**src/rtl/rygb_to_cubemap_uv_assert.svh**
```systemverilog
// assertion macros for the cube map projection block
// used by rygb_to_cubemap_uv only
`ifndef RYGB_TO_CUBEMAP_UV_ASSERT_SVH
`define RYGB_TO_CUBEMAP_UV_ASSERT_SVH
// implication checked on every rising clock edge outside reset
`define RC_ASSERT_IMP(lbl, a, c) \
	lbl: assert property (@(posedge clk) disable iff (!arst_n) (a) |-> (c)) \
		else $error("check failed");
// next-cycle implication
`define RC_ASSERT_NXT(lbl, a, c) \
	lbl: assert property (@(posedge clk) disable iff (!arst_n) (a) |=> (c)) \
		else $error("check failed");
`endif

```
**src/rtl/rcuv_pkg.sv**
```systemverilog
// shared constants and types for the cube map projection block
// no dependencies
package rcuv_pkg;
	localparam int FRAC_BITS = 16;
	localparam int EXTRA_BITS = 14;
	localparam int K_A = 4843165;
	localparam int K_A3 = 14529495;
	localparam int K_C = 6849270;
	localparam int K_C2 = 13698540;
	localparam int K_S = 11863283;
	localparam int R00 = 16551520;
	localparam int R01 = 165068;
	localparam int R02 = 2737685;
	localparam int R11 = 16656490;
	localparam int R12 = 2002263;
	localparam int R22 = 16430794;
	localparam int QDEPTH = 4;
	localparam int QAW = 2;
	localparam int QCW = 3;
	localparam int DIV_STEPS = 17;
	localparam int SQ_STEPS = 32;

	// one classified item passed from the front to the back
	typedef struct packed {
		logic [17:0] lum;
		logic [63:0] sumsq;
		logic [34:0] s_num;
		logic [34:0] t_num;
		logic [34:0] d_u;
		logic [34:0] d_v;
		logic        degen;
	} item_t;

	function automatic logic signed [63:0] rshift(input logic signed [63:0] v, input int s);
		logic [63:0] m;
		logic [63:0] r;
		begin
			m = v[63] ? 64'(-v) : 64'(v);
			r = (m + (64'd1 << (s - 1))) >> s;
			rshift = v[63] ? -$signed(r) : $signed(r);
		end
	endfunction
endpackage

```
**src/rtl/rcuv_queue.sv**
```systemverilog
// short fifo between front and back
// depends on rcuv_pkg
module rcuv_queue (
	input  logic            clk,
	input  logic            arst_n,
	input  logic            wr_valid,
	output logic            wr_ready,
	input  rcuv_pkg::item_t wr_item,
	output logic            rd_valid,
	input  logic            rd_ready,
	output rcuv_pkg::item_t rd_item
);
	rcuv_pkg::item_t mem [rcuv_pkg::QDEPTH];
	logic [rcuv_pkg::QAW-1:0] wp_q, rp_q;
	logic [rcuv_pkg::QCW-1:0] cnt_q;
	logic wr, rd;

	function automatic logic [rcuv_pkg::QCW-1:0] QCWx(input logic v);
		QCWx = {{(rcuv_pkg::QCW-1){1'b0}}, v};
	endfunction

	assign wr_ready = cnt_q != rcuv_pkg::QCW'(rcuv_pkg::QDEPTH);
	assign rd_valid = cnt_q != 0;
	assign wr = wr_valid && wr_ready;
	assign rd = rd_valid && rd_ready;
	assign rd_item = mem[rp_q];
	always_ff @(posedge clk) begin
		if (wr) mem[wp_q] <= wr_item;
	end
	always_ff @(posedge clk or negedge arst_n) begin
		if (!arst_n) begin
			wp_q <= '0; rp_q <= '0; cnt_q <= '0;
		end else begin
			if (wr) wp_q <= wp_q + 1'b1;
			if (rd) rp_q <= rp_q + 1'b1;
			cnt_q <= cnt_q + QCWx(wr) - QCWx(rd);
		end
	end
endmodule

```
**config.mk**
```make
export PLATFORM = sky130hd
export DESIGN_NAME = rcuv_queue
export DESIGN_NICKNAME = d
export VERILOG_FILES = /design/src/rtl/rygb_to_cubemap_uv_assert.svh /design/src/rtl/rcuv_pkg.sv /design/src/rtl/rcuv_queue.sv
export SDC_FILE = /design/constraint.sdc
export NUM_CORES = 1
export LEC_CHECK = 0
export ABC_AREA = 1
export BUFFER_PORTS_ARGS = -buffer_cell sky130_fd_sc_hd__buf_2
export CAP_MARGIN = 20
export CELL_PAD_IN_SITES_DETAIL_PLACEMENT = 1
export CELL_PAD_IN_SITES_GLOBAL_PLACEMENT = 2
export CORE_MARGIN = 2
export CORE_UTILIZATION = 39
export DETAILED_ROUTE_END_ITERATION = 16
export GPL_ROUTABILITY_DRIVEN = 0
export PLACE_DENSITY = 0.82
export SETUP_SLACK_MARGIN = 0.05
export SYNTH_ARGS = -nofsm -noshare
export SYNTH_HDL_FRONTEND = slang
export SYNTH_SLANG_ARGS = --single-unit
```
**constraint.sdc**
```tcl
create_clock -name clk -period 12.6 [get_ports clk]
set_clock_uncertainty 0.1 [all_clocks]
set_input_delay 2.52 -clock clk [delete_from_list [all_inputs] [get_ports clk]]
set_output_delay 2.52 -clock clk [all_outputs]
set_load 0.005 [all_outputs]
```
==> flow_results.org, run 1 <==
** Critical path
- Endpoint of the most critical register-to-register path :: mem[3][103]
- Critical path, cell by cell :: buf_4 -> buf_12 -> nor2_1 -> nor2_1 -> o21ai_0 -> nand2_1 -> buf_2
- The most critical setup path has its startpoint at rp_q[0].
- STA classifies the critical path startpoint as a register.
- Critical path endpoint :: rd_item[86]
- Across all register-to-register paths, the minimum setup slack is 8570 ps.
- Stages on the worst setup path :: 7
- By startpoint and endpoint, the worst setup path is classified as reg2out.
- CP Capture Type :: primary output
- Required arrival time at the worst endpoint :: 9980 ps
- Arrival time reported for the critical path endpoint :: 4050 ps
- Dominant delay contributor by cell family on the critical path :: buffers and inverters
- The worst register-to-register path begins at cnt_q[1].
- Cell seen most often among critical-path stages :: nor2_1
- In this run the worst path has a maximum fanout of 207.
- In this design, the stage delay of the slowest critical-path cell is 910 ps.
- For the worst flop-to-flop path, the logic depth is 6.
- The slowest stage of the critical path is the dfrtp_4 cell.
- Critical path buffers and inverters :: 3

** STA
- For the pin with the worst max-slew slack, the measured transition is 1130 ps.
- The total count of hold-check failures in the final report came to 0.
- The count of pins over their slew limit was 0.
- Hold timing on the final database bottoms out at a slack of between 400 and 500 ps.
- The worst path needs 6670 ps of the cycle, external delays included.
- Setup slack closes at 5930 ps.
- Static timing analysis puts the maximum clock frequency at 150 MHz.
- In the finished design, the share of the clock period the worst path needs comes to 0.530.
- Final number of setup-violating endpoints :: 0
- RSZ-0062 raised after global routing :: no
- Worst slew margin relative to its limit :: 0.243

** Pwr
- Sw Share :: 0.346
- For this design the static power due to leakage is 16.4 nW.
- Power per standard cell area :: 239 nW/um2
- IR analysis of the VDD net gives a maximum drop of between 0.0002 and 0.00025 V.
- Clock group share of total power :: 0.275
- Total net switching power :: 0.00344 W
- Internal power :: 0.00650 W
- The share of total power dissipated in sequential elements is 0.411.
- The share of total power dissipated in combinational logic is 0.314.

** Synthesis
- Synthesis handed over a netlist of 2882 instances.
- Syn_area_per_cell :: 12.2 um2
- Of the total synthesized cell area, the portion taken by AND, OR, NAND and NOR gates is 0.122.
- Mux cell area share after synthesis :: 0
- Net Count, Synth :: 3116
- For this run, the register share of the synthesized area comes to 0.766.
- Of the total synthesized cell area, the portion taken by XOR and XNOR cells is 0.
- By area, the combinational part of the netlist is dominated by simple AND/OR/NAND/NOR gates.
- The area fraction in compound gates after synthesis is 0.0634.
- Number of flip-flops and latches in the synthesized netlist :: 899
- Warnings from Yosys :: 0
- The mapped netlist covers ~35000 um2.
- Synthesis instantiated 17 different standard cells from the library.
- Of the total synthesized cell area, the portion taken by full adders, half adders and majority gates is 0.00270.

** Routing
- The count of nets left with antenna violations once routing finished came out at 0.
- Count of routing violations after the opening detailed-route iteration :: 1027
- First-pass DRT Iterations :: 4
- Wires add up to 84200 um.
- Number of vias in the routed layout :: 22100
- Final routed wire length divided by cell count :: 18.4 um
- In the routed design, unresolved DRC markers number 0.
- Detailed-route vias per instance :: 4.83

** Clock network
- The number of setup buffers added after CTS is 0.
- Clock-pin slew was measured on the worst setup and hold paths at about 60 ps.
- The number of hold buffers added after CTS was 0.
- Number of buffers created by CTS :: 96
- The H-tree generated during clock tree synthesis spans 3 levels.
- In this run the clock root is driven by a clkbuf_16.
- In this run the deepest clock path goes through 3 buffers.
- Worst-skew pair later-pin latency :: 640 ps
- TritonCTS clock tree :: yes
- The clock net in this run drives a total of about 900 sinks.
- In this run, post-CTS repair resized a total of 0 instances.

** Global route
- Number of antenna violations at the first check in global routing :: 35
- In the global route stage, overall resource usage came out at 0.180.
- First-pass GRT wire length :: ~130000 um
- The via count of the first global-routing pass was roughly 23000.
- Entering global routing, the biggest net connects 216 pins.
- For this run the aggregate overflow at the end of global routing stands at 0.

** Job
- Max-cap viol count :: 0

** Floorplanning
- Die span in y :: 304 um
- Count of standard-cell rows :: 110
- IO Pins :: between 400 and 500
- The die is slightly above 300 um wide.
- The die covers approximately 93000 um2.
- Total core area :: 89700 um2
- Effective utilization at floorplan :: 0.392

** Cells and area
- In the final layout, the share of cells above drive strength 1 is 0.180.
- At the end of the flow, the number of nets in the layout was 3541.
- Top library cells by usage in the layout, fill and taps aside :: edfxtp_1, nand2_1, buf_2
- Measured on the finished design, the core utilization comes to 0.463.
- Relative to the synthesized area, the layout overhead comes to 18.1%.
- Leading cell type in the layout, fill and taps excluded :: edfxtp_1

** Place
- Input and output buffers added on the ports amount to about 450.
- Placed wire-length estimate :: roughly 48000 um
- Post-place setup slack :: about 6400 ps

** Worst hold path
- The min-delay analysis places its worst path in the category reg2reg.

** Outcome
- Result of the run :: complete, no violations
-- per-stage QoR --
| step | total power (W) | TNS [ps] | std cells | cell area, um2 |
|---|---|---|---|---|
| after floorplan | 0.00618 | -196960 | 2882 | 35200 |
| after global placement | 0.00726 | 0 | 4385 | 38500 |
| final | 0.00994 | 0 | 4575 | 41600 |
| after detailed placement | 0.00734 | 0 | 4385 | 38500 |
| after global routing | 0.0106 | 0 | 4572 | 41600 |
| after CTS | 0.0101 | 0 | 4564 | 41500 |
-- sequential cells by signal, indices dropped and copies added (netlist names) --
register	count
rp_q	2
cnt_q	3
mem	892
wp_q	2
-- layer usage --
| metal | vias to the layer above | global-route usage | part of all wire |
|---|---|---|---|
| met5 | - | 0 | 0.0032 |
| li1 | 10600 | - | - |
| met2 | 478 | 0.311 | 0.50 |
| met4 | 40 | 0.0560 | 0.027 |
| met1 | 10800 | 0.212 | 0.40 |
| met3 | 176 | 0.0611 | 0.074 |
-- layout make-up --
cell class | instances | area (um2)
Antenna cell | 11 | 27.5
Clock buffer | 119 | 2510
Clock inverter | 60 | 539
Fill cell | 9523 | 48200
Inverter | 239 | 910
Multi-Input combinational cell | 1597 | 6660
Sequential cell | 899 | 27000
Tap cell | 1176 | 1470
Timing Repair Buffer | 474 | 2490
-- cells in the mapped netlist, drive strengths merged --
master | n | area [um2]
inv | 238 | 893
buf | 58 | 374
o21ai | 446 | 2230
clkbuf | 89 | 334
ha | 6 | 75.1
nand2 | 688 | 2580
nand3 | 5 | 25.0
edfxtp | 892 | 26800
dfrtp | 7 | 175
clkinv | 1 | 3.75
nor2 | 451 | 1690
fa | 1 | 20.0
-- power by group through the flow --
stage               sequential [W]  clock (W)  combinational (W)
finish                     0.00409    0.00273            0.00312
global placement           0.00412          0            0.00313
detailed placement         0.00415          0            0.00320
CTS                        0.00409    0.00281            0.00322
global route               0.00413    0.00291            0.00357
floorplan                  0.00430          0            0.00188
-- worst min-delay path by stage --
stage	from	end	slack (ps)	cells past startpoint
finish	cnt_q[0]	cnt_q[0]	430	1
global route	cnt_q[0]	cnt_q[0]	460	1
CTS	cnt_q[0]	cnt_q[0]	440	1
detailed placement	cnt_q[0]	cnt_q[0]	420	1
global placement	cnt_q[0]	cnt_q[0]	390	1
floorplan	rp_q[1]	rp_q[1]	350	2
-- cells by family after synthesis --
group | Yosys count
AO/OA/AOI/OAI | 446
adder cells (fa/ha/maj) | 7
buffers and inverters | 386
flip-flops | 899
AND/OR/NAND/NOR | 1144
No activity file was read; power rests on OpenSTA's default activity.
==> inputs of run 2 (changes only) <==
--- a/config.mk
+++ b/config.mk
@@ -11,10 +11,10 @@
 export CELL_PAD_IN_SITES_DETAIL_PLACEMENT = 1
 export CELL_PAD_IN_SITES_GLOBAL_PLACEMENT = 2
 export CORE_MARGIN = 2
-export CORE_UTILIZATION = 39
+export CORE_UTILIZATION = 35
 export DETAILED_ROUTE_END_ITERATION = 16
 export GPL_ROUTABILITY_DRIVEN = 0
-export PLACE_DENSITY = 0.82
+export PLACE_DENSITY = 0.78
 export SETUP_SLACK_MARGIN = 0.05
 export SYNTH_ARGS = -nofsm -noshare
 export SYNTH_HDL_FRONTEND = slang
==> constraint.sdc (replaced) <==
create_clock -name clk -period 5.8 [get_ports clk]
set_clock_uncertainty 0.1 [all_clocks]
set_input_delay 1.16 -clock clk [delete_from_list [all_inputs] [get_ports clk]]
set_output_delay 1.16 -clock clk [all_outputs]
set_load 0.005 [all_outputs]
==> run 2 against run 1 <==
  * Clock-buffer cell count rose by 2
  * Register-to-register slack got worse by 5500 ps
  * Total power up 120%
  * Hold slack worse by 190 ps
  * Sequential share of layout area down 0.44 points
  * Combinational power up 120%
  * Flip-flop and latch count did not move
  * Setup slack worse by 4600 ps
  * Wire length rose by 3.2%
  * Design area up 0.69%
  * Global-route usage fell by 1.3 points
  * Highest routed layer unchanged
==> flow_results.org, run 2 (synthesis results as in run 1) <==
** Cells and area
- The register with the most flip-flops in the final layout is mem.
- The flip-flop count of the largest register after layout was 892 (unchanged).
- Leaving out fill and tap cells, the most frequent cells in the layout are edfxtp_1, nand2_1, buf_2.
- The final core utilization came to 0.419 (-0.0441).
- Nets :: 3540 (-0.028%)
- Ratio of cells with drive above 1 in the final layout :: 0.180 (about the same)
- Leaving out fill and tap cells, the most frequent cell in the layout is edfxtp_1.
- In the final layout, the registers with the most flip-flops are mem x892, cnt_q x3.
- The final cell count without fillers is 4692 (+2.6%).
- Compared with the post-synthesis result, the final layout area differs by 18.9%.

** Worst hold path
- Worst min-delay path class :: in2async

** Pwr
- Power per standard cell area :: 520 nW/um2 (+120%)
- Worst ir drop on vdd :: 0.000413 V (+100%)
- The proportion of power drawn by flip-flops and latches is 0.408 (-0.003).
- Sw Share :: 0.348 (+0.00200)
- Internal power :: 0.0142 W (+120%)
- The power after layout is 0.0218 W (+120%).
- The static leakage power is 16.4 nW (+0.17%).
- Share of total power in combinational logic :: 0.316 (+0.002)
- Total net switching power :: 0.00757 W (+120%)
- The clock network fraction of total power was 0.276 (about the same).

** Clock network
- Number of buffers created by CTS :: 98 (+2.1%)
- CTS Hold Bufs :: 0 (unchanged)
- Clock transition at the register clock pins on the worst setup and hold paths after CTS :: 60 ps (about the same)
- The buffer count from post-CTS setup fixing is 0 (unchanged).
- Root buffer selected by CTS :: clkbuf_16
- Number of gates resized after CTS :: 0 (unchanged)
- Deepest clock path buffer count :: 3 (unchanged)
- Total number of H-tree levels :: 3 (unchanged)
- TritonCTS Sinks :: 899 (unchanged)
- TritonCTS clock tree :: yes
- The latest clock arrival within the worst-skew pair is 650 ps (about the same).

** Floorplanning
- The die boundary width was 321 um (+5.5%).
- The total I/O pin count is 452 (unchanged).
- The overall die area came to 103000 um2 (+11%).
- The starting utilization of the core area was 0.352 (-0.0397).
- The number of standard-cell rows in the floorplan was 116 (+5.5%).
- Die span in y :: 321 um (+5.5%)
- Total core area :: 99900 um2 (+11%)

** Critical path
- Arrival time reported for the critical path endpoint :: 3180 ps (-870 ps)
- Maximum fanout along the worst path :: 135 (-35%)
- Cell at the slowest stage of the critical path :: inv_8
- Required arrival time at the worst endpoint :: 4540 ps (-5440 ps)
- The most critical setup path has its startpoint at rp_q[0].
- Stages on the worst setup path :: 5 (-2)
- In this run the critical register-to-register path is captured at mem[3][109].
- The most critical setup path has its endpoint at rd_item[41].
- Traced cell by cell, the critical path runs through inv_8 -> buf_4 -> o21ai_0 -> nand2_1 -> buf_2.
- In this run the critical register-to-register path is launched from cnt_q[1].
- The worst reg-to-reg setup slack is 3030 ps (-5540 ps).
- The highest cell delay on the worst timing path is 810 ps (-100 ps).
- Critical path buffers and inverters :: 3 (unchanged)
- CP Capture Type :: primary output
- The cell family contributing the most delay on the critical path is buffers and inverters.
- Crit path launch type :: register
- The critical path is of the reg2out type.
- Worst R2R Path Depth :: 5 (-1)

** Routing
- Number of vias in the routed layout :: 22200 (+0.36%)
- First-pass DRT Iterations :: 4 (unchanged)
- The initial detailed-routing violation count came to 1083 (+5.5%).
- The total wire length after detailed routing came to 86900 um (+3.2%).
- The average detailed-routed wire length per instance was 18.5 um (+0.67%).
- ANT nets after route :: 0 (unchanged)
- DRC violations left :: 0 (unchanged)
- The vias per cell was 4.72 (-2.1%).

** STA
- Static timing analysis puts the maximum clock frequency at 225 MHz.
- Final number of setup-violating endpoints :: 0 (unchanged)
- Setup repair after global routing left no endpoint under its margin.
- The slew at the pin with the worst max-slew slack was 1130 ps (-1.26 ps).
- Final-layout worst hold slack :: 243 ps (-186 ps)
- Fin. max-slew vios :: 0 (unchanged)
- Post-layout minimum cycle time :: about 4400 ps
- The remaining max-slew budget at the tightest pin is 0.244 (+0.000841).
- Crit share post-route :: 0.765
- Hold Vio Cnt, Final :: 0 (unchanged)
- Setup TNS after final layout :: 0 ps (unchanged)

** Global route
- The total global-route track usage came to 0.167 (-0.0131).
- The initial antenna violation count is 31 (-11%).
- The global-route wire length before repair was 132000 um (+1.8%).
- The pin count of the biggest net entering global routing came to 226 (+4.6%).
- The residual overflow from global routing was 0 (unchanged).
- The via count of the first global-routing pass came to 23200 (+1.8%).

** Place
- Number of placed cells counting well taps :: 4504 (+2.7%)
- The count of buffers inserted at the top-level ports is 451 (unchanged).
- Placed wire-length estimate :: 50000 um (+3.7%)

** Outcome
- Result of the run :: complete, no violations

** Job
- Max-cap viol count :: 0 (unchanged)
-- run 2: changes by cell type in the layout (fill, tap and decap cells not counted), moves of 2 or more --
cell and delta:
clkinvlp_4 +4, buf_12 +9, diode_2 -3, clkbuf_1 -2
inv_6 -3, clkinv_8 +2, clkbuf_16 +4, bufinv_16 -2
clkinv_2 -2, buf_4 -12
-- run 2: how the worst min path moves through the flow --
stage	from	end	depth (start not counted)
floorplan	rp_q[1]	rp_q[1]	2
global placement	cnt_q[0]	cnt_q[0]	1
detailed placement	cnt_q[0]	cnt_q[0]	1
CTS	arst_n	wp_q[1]	1
global route	arst_n	wp_q[1]	1
finish	arst_n	rp_q[1]	1
-- run 2: power groups by stage --
stage	Combinational, W	Clock, W	Sequential [W]
global route	0.00785	0.00642	0.00899
floorplan	0.00409	0	0.00913
finish	0.00689	0.00600	0.00887
global placement	0.00696	0	0.00897
detailed placement	0.00709	0	0.00902
CTS	0.00713	0.00619	0.00889
-- run 2: cell type report --
class | instances | area (um2)
Tap cell | 1298 | 1620
Clock inverter | 59 | 494
Timing Repair Buffer | 471 | 2580
Inverter | 239 | 912
Clock buffer | 121 | 2600
Sequential cell | 899 | 27000
Fill cell | 10700 | 58000
Multi-Input combinational cell | 1597 | 6660
Antenna cell | 8 | 20.0
-- run 2: metal layers --
layer  vias to the layer above  track usage  share of wire
li1                      10600            -              -
met1                     10900        0.192           0.40
met2                       479        0.293           0.50
met3                       195       0.0567          0.071
met4                        50       0.0515          0.028
met5                         -            0         0.0037
-- run 2: metrics by stage --
stage,instance area [um2],setup WS [ps]
floorplan,35200,-1930
global placement,38700,1950
detailed placement,38700,1930
CTS,41800,1180
global route,41800,1040
finish,41900,1360
==> inputs of run 3 (changes only) <==
==> constraint.sdc (replaced) <==
create_clock -name clk -period 4.08 [get_ports clk]
set_clock_uncertainty 0.1 [all_clocks]
set_input_delay 0.816 -clock clk [delete_from_list [all_inputs] [get_ports clk]]
set_output_delay 0.816 -clock clk [all_outputs]
set_load 0.005 [all_outputs]
==> run 3 against run 2 <==
  * Clock-buffer cell count increased by 2
  * First-iteration DRC count grew 7.9%
  * Hold slack better by 20 ps
  * Sequential power up 41%
  * Total power up 43%
  * Die area did not move
  * Largest cell class unchanged
  * Critical path depth increased by 1
  * Highest routed layer unchanged
  * Design area grew 0.47%
  * Sequential share of layout area decreased by 0.30 points
  * Setup slack worse by 990 ps
  * Global-route usage is 0.24 points lower
  * Non-clock buffer count grew 14
==> flow_results.org, run 3 (synthesis results as in run 1) <==
** Routing
- The vias per cell was 4.69 (-0.64%).
- The number of detailed-routing iterations run before antenna repair was 4 (unchanged).
- The DRC violation count after routing was 0 (unchanged).
- The initial detailed-routing violation count is 1169 (+7.9%).
- The total via count in the routed design came to 22100 (-0.26%).
- Final Routed Wirelength :: 85900 um (-1.2%)
- The remaining antenna violation count after routing was 0 (unchanged).
- Final routed wire length divided by cell count :: 18.2 um (-1.6%)

** Global route
- The total global-route track usage was 0.165 (-0.00240).
- The pin count of the biggest net entering global routing came to 226 (unchanged).
- The initial antenna violation count came to 42 (+35%).
- First-pass GRT wire length :: 130000 um (-1.2%)
- The via count of the first global-routing pass was 22800 (-1.7%).
- The residual overflow from global routing is 0 (unchanged).

** STA
- RSZ-0062 raised after global routing :: no
- Fin. max-slew vios :: 0 (unchanged)
- The remaining max-slew budget at the tightest pin came to 0.0664 (-0.178).
- Worst Max-Slew Pin Slew :: 1400 ps (+267 ps)
- Hold Vio Cnt, Final :: 0 (unchanged)
- Post-layout minimum cycle time :: 3710 ps
- Final-layout worst hold slack :: 263 ps (+20.3 ps)
- Crit share post-route :: 0.908
- The number of endpoints failing setup at the final stage was 0 (unchanged).
- Top achievable clock speed :: 270 MHz

** Place
- Placed wire-length estimate :: 50200 um (+0.34%)
- The count of buffers inserted at the top-level ports was 451 (unchanged).

** Critical path
- Maximum fanout along the worst path :: 225 (+67%)
- The worst setup path is captured at a primary output.
- Worst setup path category :: reg2out
- Arrival time reported for the critical path endpoint :: 2790 ps (-390 ps)
- The worst setup path is launched from a register.
- Required arrival time at the worst endpoint :: 3160 ps (-1380 ps)

** Floorplanning
- The starting utilization of the core area is 0.352 (unchanged).
- Total die area :: 103000 um2 (unchanged)
- The die extent in y came to 321 um (unchanged).
- The area of the core is 99900 um2 (unchanged).
- The total I/O pin count came to 452 (unchanged).
- Die width :: 321 um (unchanged)
- The number of standard-cell rows in the floorplan is 116 (unchanged).

** Clock network
- Clock transition at the register clock pins on the worst setup and hold paths after CTS :: 60 ps (about the same)
- The number of clock sinks seen by CTS is 899 (unchanged).
- TritonCTS built the clock tree.
- The maximum level of the CTS H-tree is 3 (unchanged).
- Deepest clock path buffer count :: 3 (unchanged)
- Number of buffers created by CTS :: 98 (unchanged)
- Worst-skew pair later-pin latency :: 650 ps (about the same)
- The tree is rooted in a clkbuf_16.
- Number of gates resized after CTS :: 0 (unchanged)
- Post-CTS Repair Setup Buffers :: 0 (unchanged)

** Job
- The reported max-cap violation count came to 0 (unchanged).

** Pwr
- The largest vdd supply drop is 0.000411 V (-0.36%).
- Leakage power :: 16.5 nW (+0.62%)
- Pwr Total :: 0.0310 W (+43%)
- The power density of the placed cells came to 738 nW/um2 (+42%).

** Cells and area
- Compared with the post-synthesis result, the final layout area differs by 19.5%.
- Number of flip-flops in the largest register :: 892 (unchanged)
- Leading cell type in the layout, fill and taps excluded :: edfxtp_1
- In the layout the commonest cells are edfxtp_1, nand2_1, buf_2.
- The number of nets in the final layout is 3554 (+0.40%).
- In the final layout, the registers with the most flip-flops are mem x892, cnt_q x3.
- Top reg by flops :: mem
- Final cell utilization of the core :: 0.421 (+0.00195)
- Ratio of cells with drive above 1 in the final layout :: 0.184 (+0.00413)

** Outcome
- The run finished with clean final reports.

** Worst hold path
- Worst min-delay path class :: in2reg
[run 3: cell count changes in the layout (fill, tap and decap cells not counted), sizes merged]
cell	before	now
buf	471	484
bufinv	7	8
clkbuf	121	123
clkinv	43	38
clkinvlp	6	4
diode	8	15
dlygate4sd3	0	1
inv	242	243
[run 3: path summary, 6_finish.rpt]
check / from / to / slack [ps] / cells past startpoint
max in group asynchronous: arst_n / rp_q[0] / 3220 / 2
hold / removal: wr_item[115] / mem[1][115] / 260 / 1
min in group asynchronous: arst_n / rp_q[1] / 480 / 2
setup reg to reg: cnt_q[1] / mem[2][34] / 1710 / 5
hold reg to reg: cnt_q[0] / cnt_q[0] / 410 / 1
setup / recovery: rp_q[0] / rd_item[127] / 370 / 6
[run 3: power breakdown]
group / switching [W] / leakage, nW / total (W) / internal (W)
clock: 0.00349 / 1.50 / 0.00850 / 0.00501
combinational: 0.00681 / 6.75 / 0.0100 / 0.00320
sequential: 0.000382 / 8.26 / 0.0125 / 0.0121
[run 3: final cells by class]
type	instances	area, um2
clock inverters	54	468
clock buffers	123	2610
flip-flops and latches	899	27000
inverters	239	910
repair buffers	485	2770
multi-input cells	1597	6670
diodes	15	37.5
fillers	10700	57800
well taps	1298	1620
[run 3: critical path, stage by stage, from the launching register on]
cell and delay (ps):
dfrtp_4 570, buf_12 410, nor2_1 120, nor2_1 150, o21ai_0 110, nand2_1 100, buf_2 110
[run 3: per-stage QoR]
| step | instances | TNS, ps | setup slack [ps] | cell area (um2) |
|---|---|---|---|---|
| after global placement | 4517 | 0 | 1160 | 38900 |
| after floorplan | 2882 | -584150 | -668 | 35200 |
| after global routing | 4704 | 0 | 236 | 42000 |
| after detailed placement | 4517 | 0 | 1180 | 38900 |
| after CTS | 4695 | 0 | 436 | 42000 |
| final | 4710 | 0 | 374 | 42100 |
[run 3: timing repair]
action                                  CTS  global route
hold buffers                              1             0
endpoints found under the setup margin    0             0
hold endpoints to repair                  7             0
[run 3: routing by layer]
layer  wire length, um  up-vias  track usage  part of all wire
met5               384        -            0            0.0045
met4              1930       58       0.0492             0.022
met3              6590      175       0.0648             0.077
met2             41600      415        0.279              0.48
met1             35400    10800        0.192              0.41
li1                  -    10600            -                 -
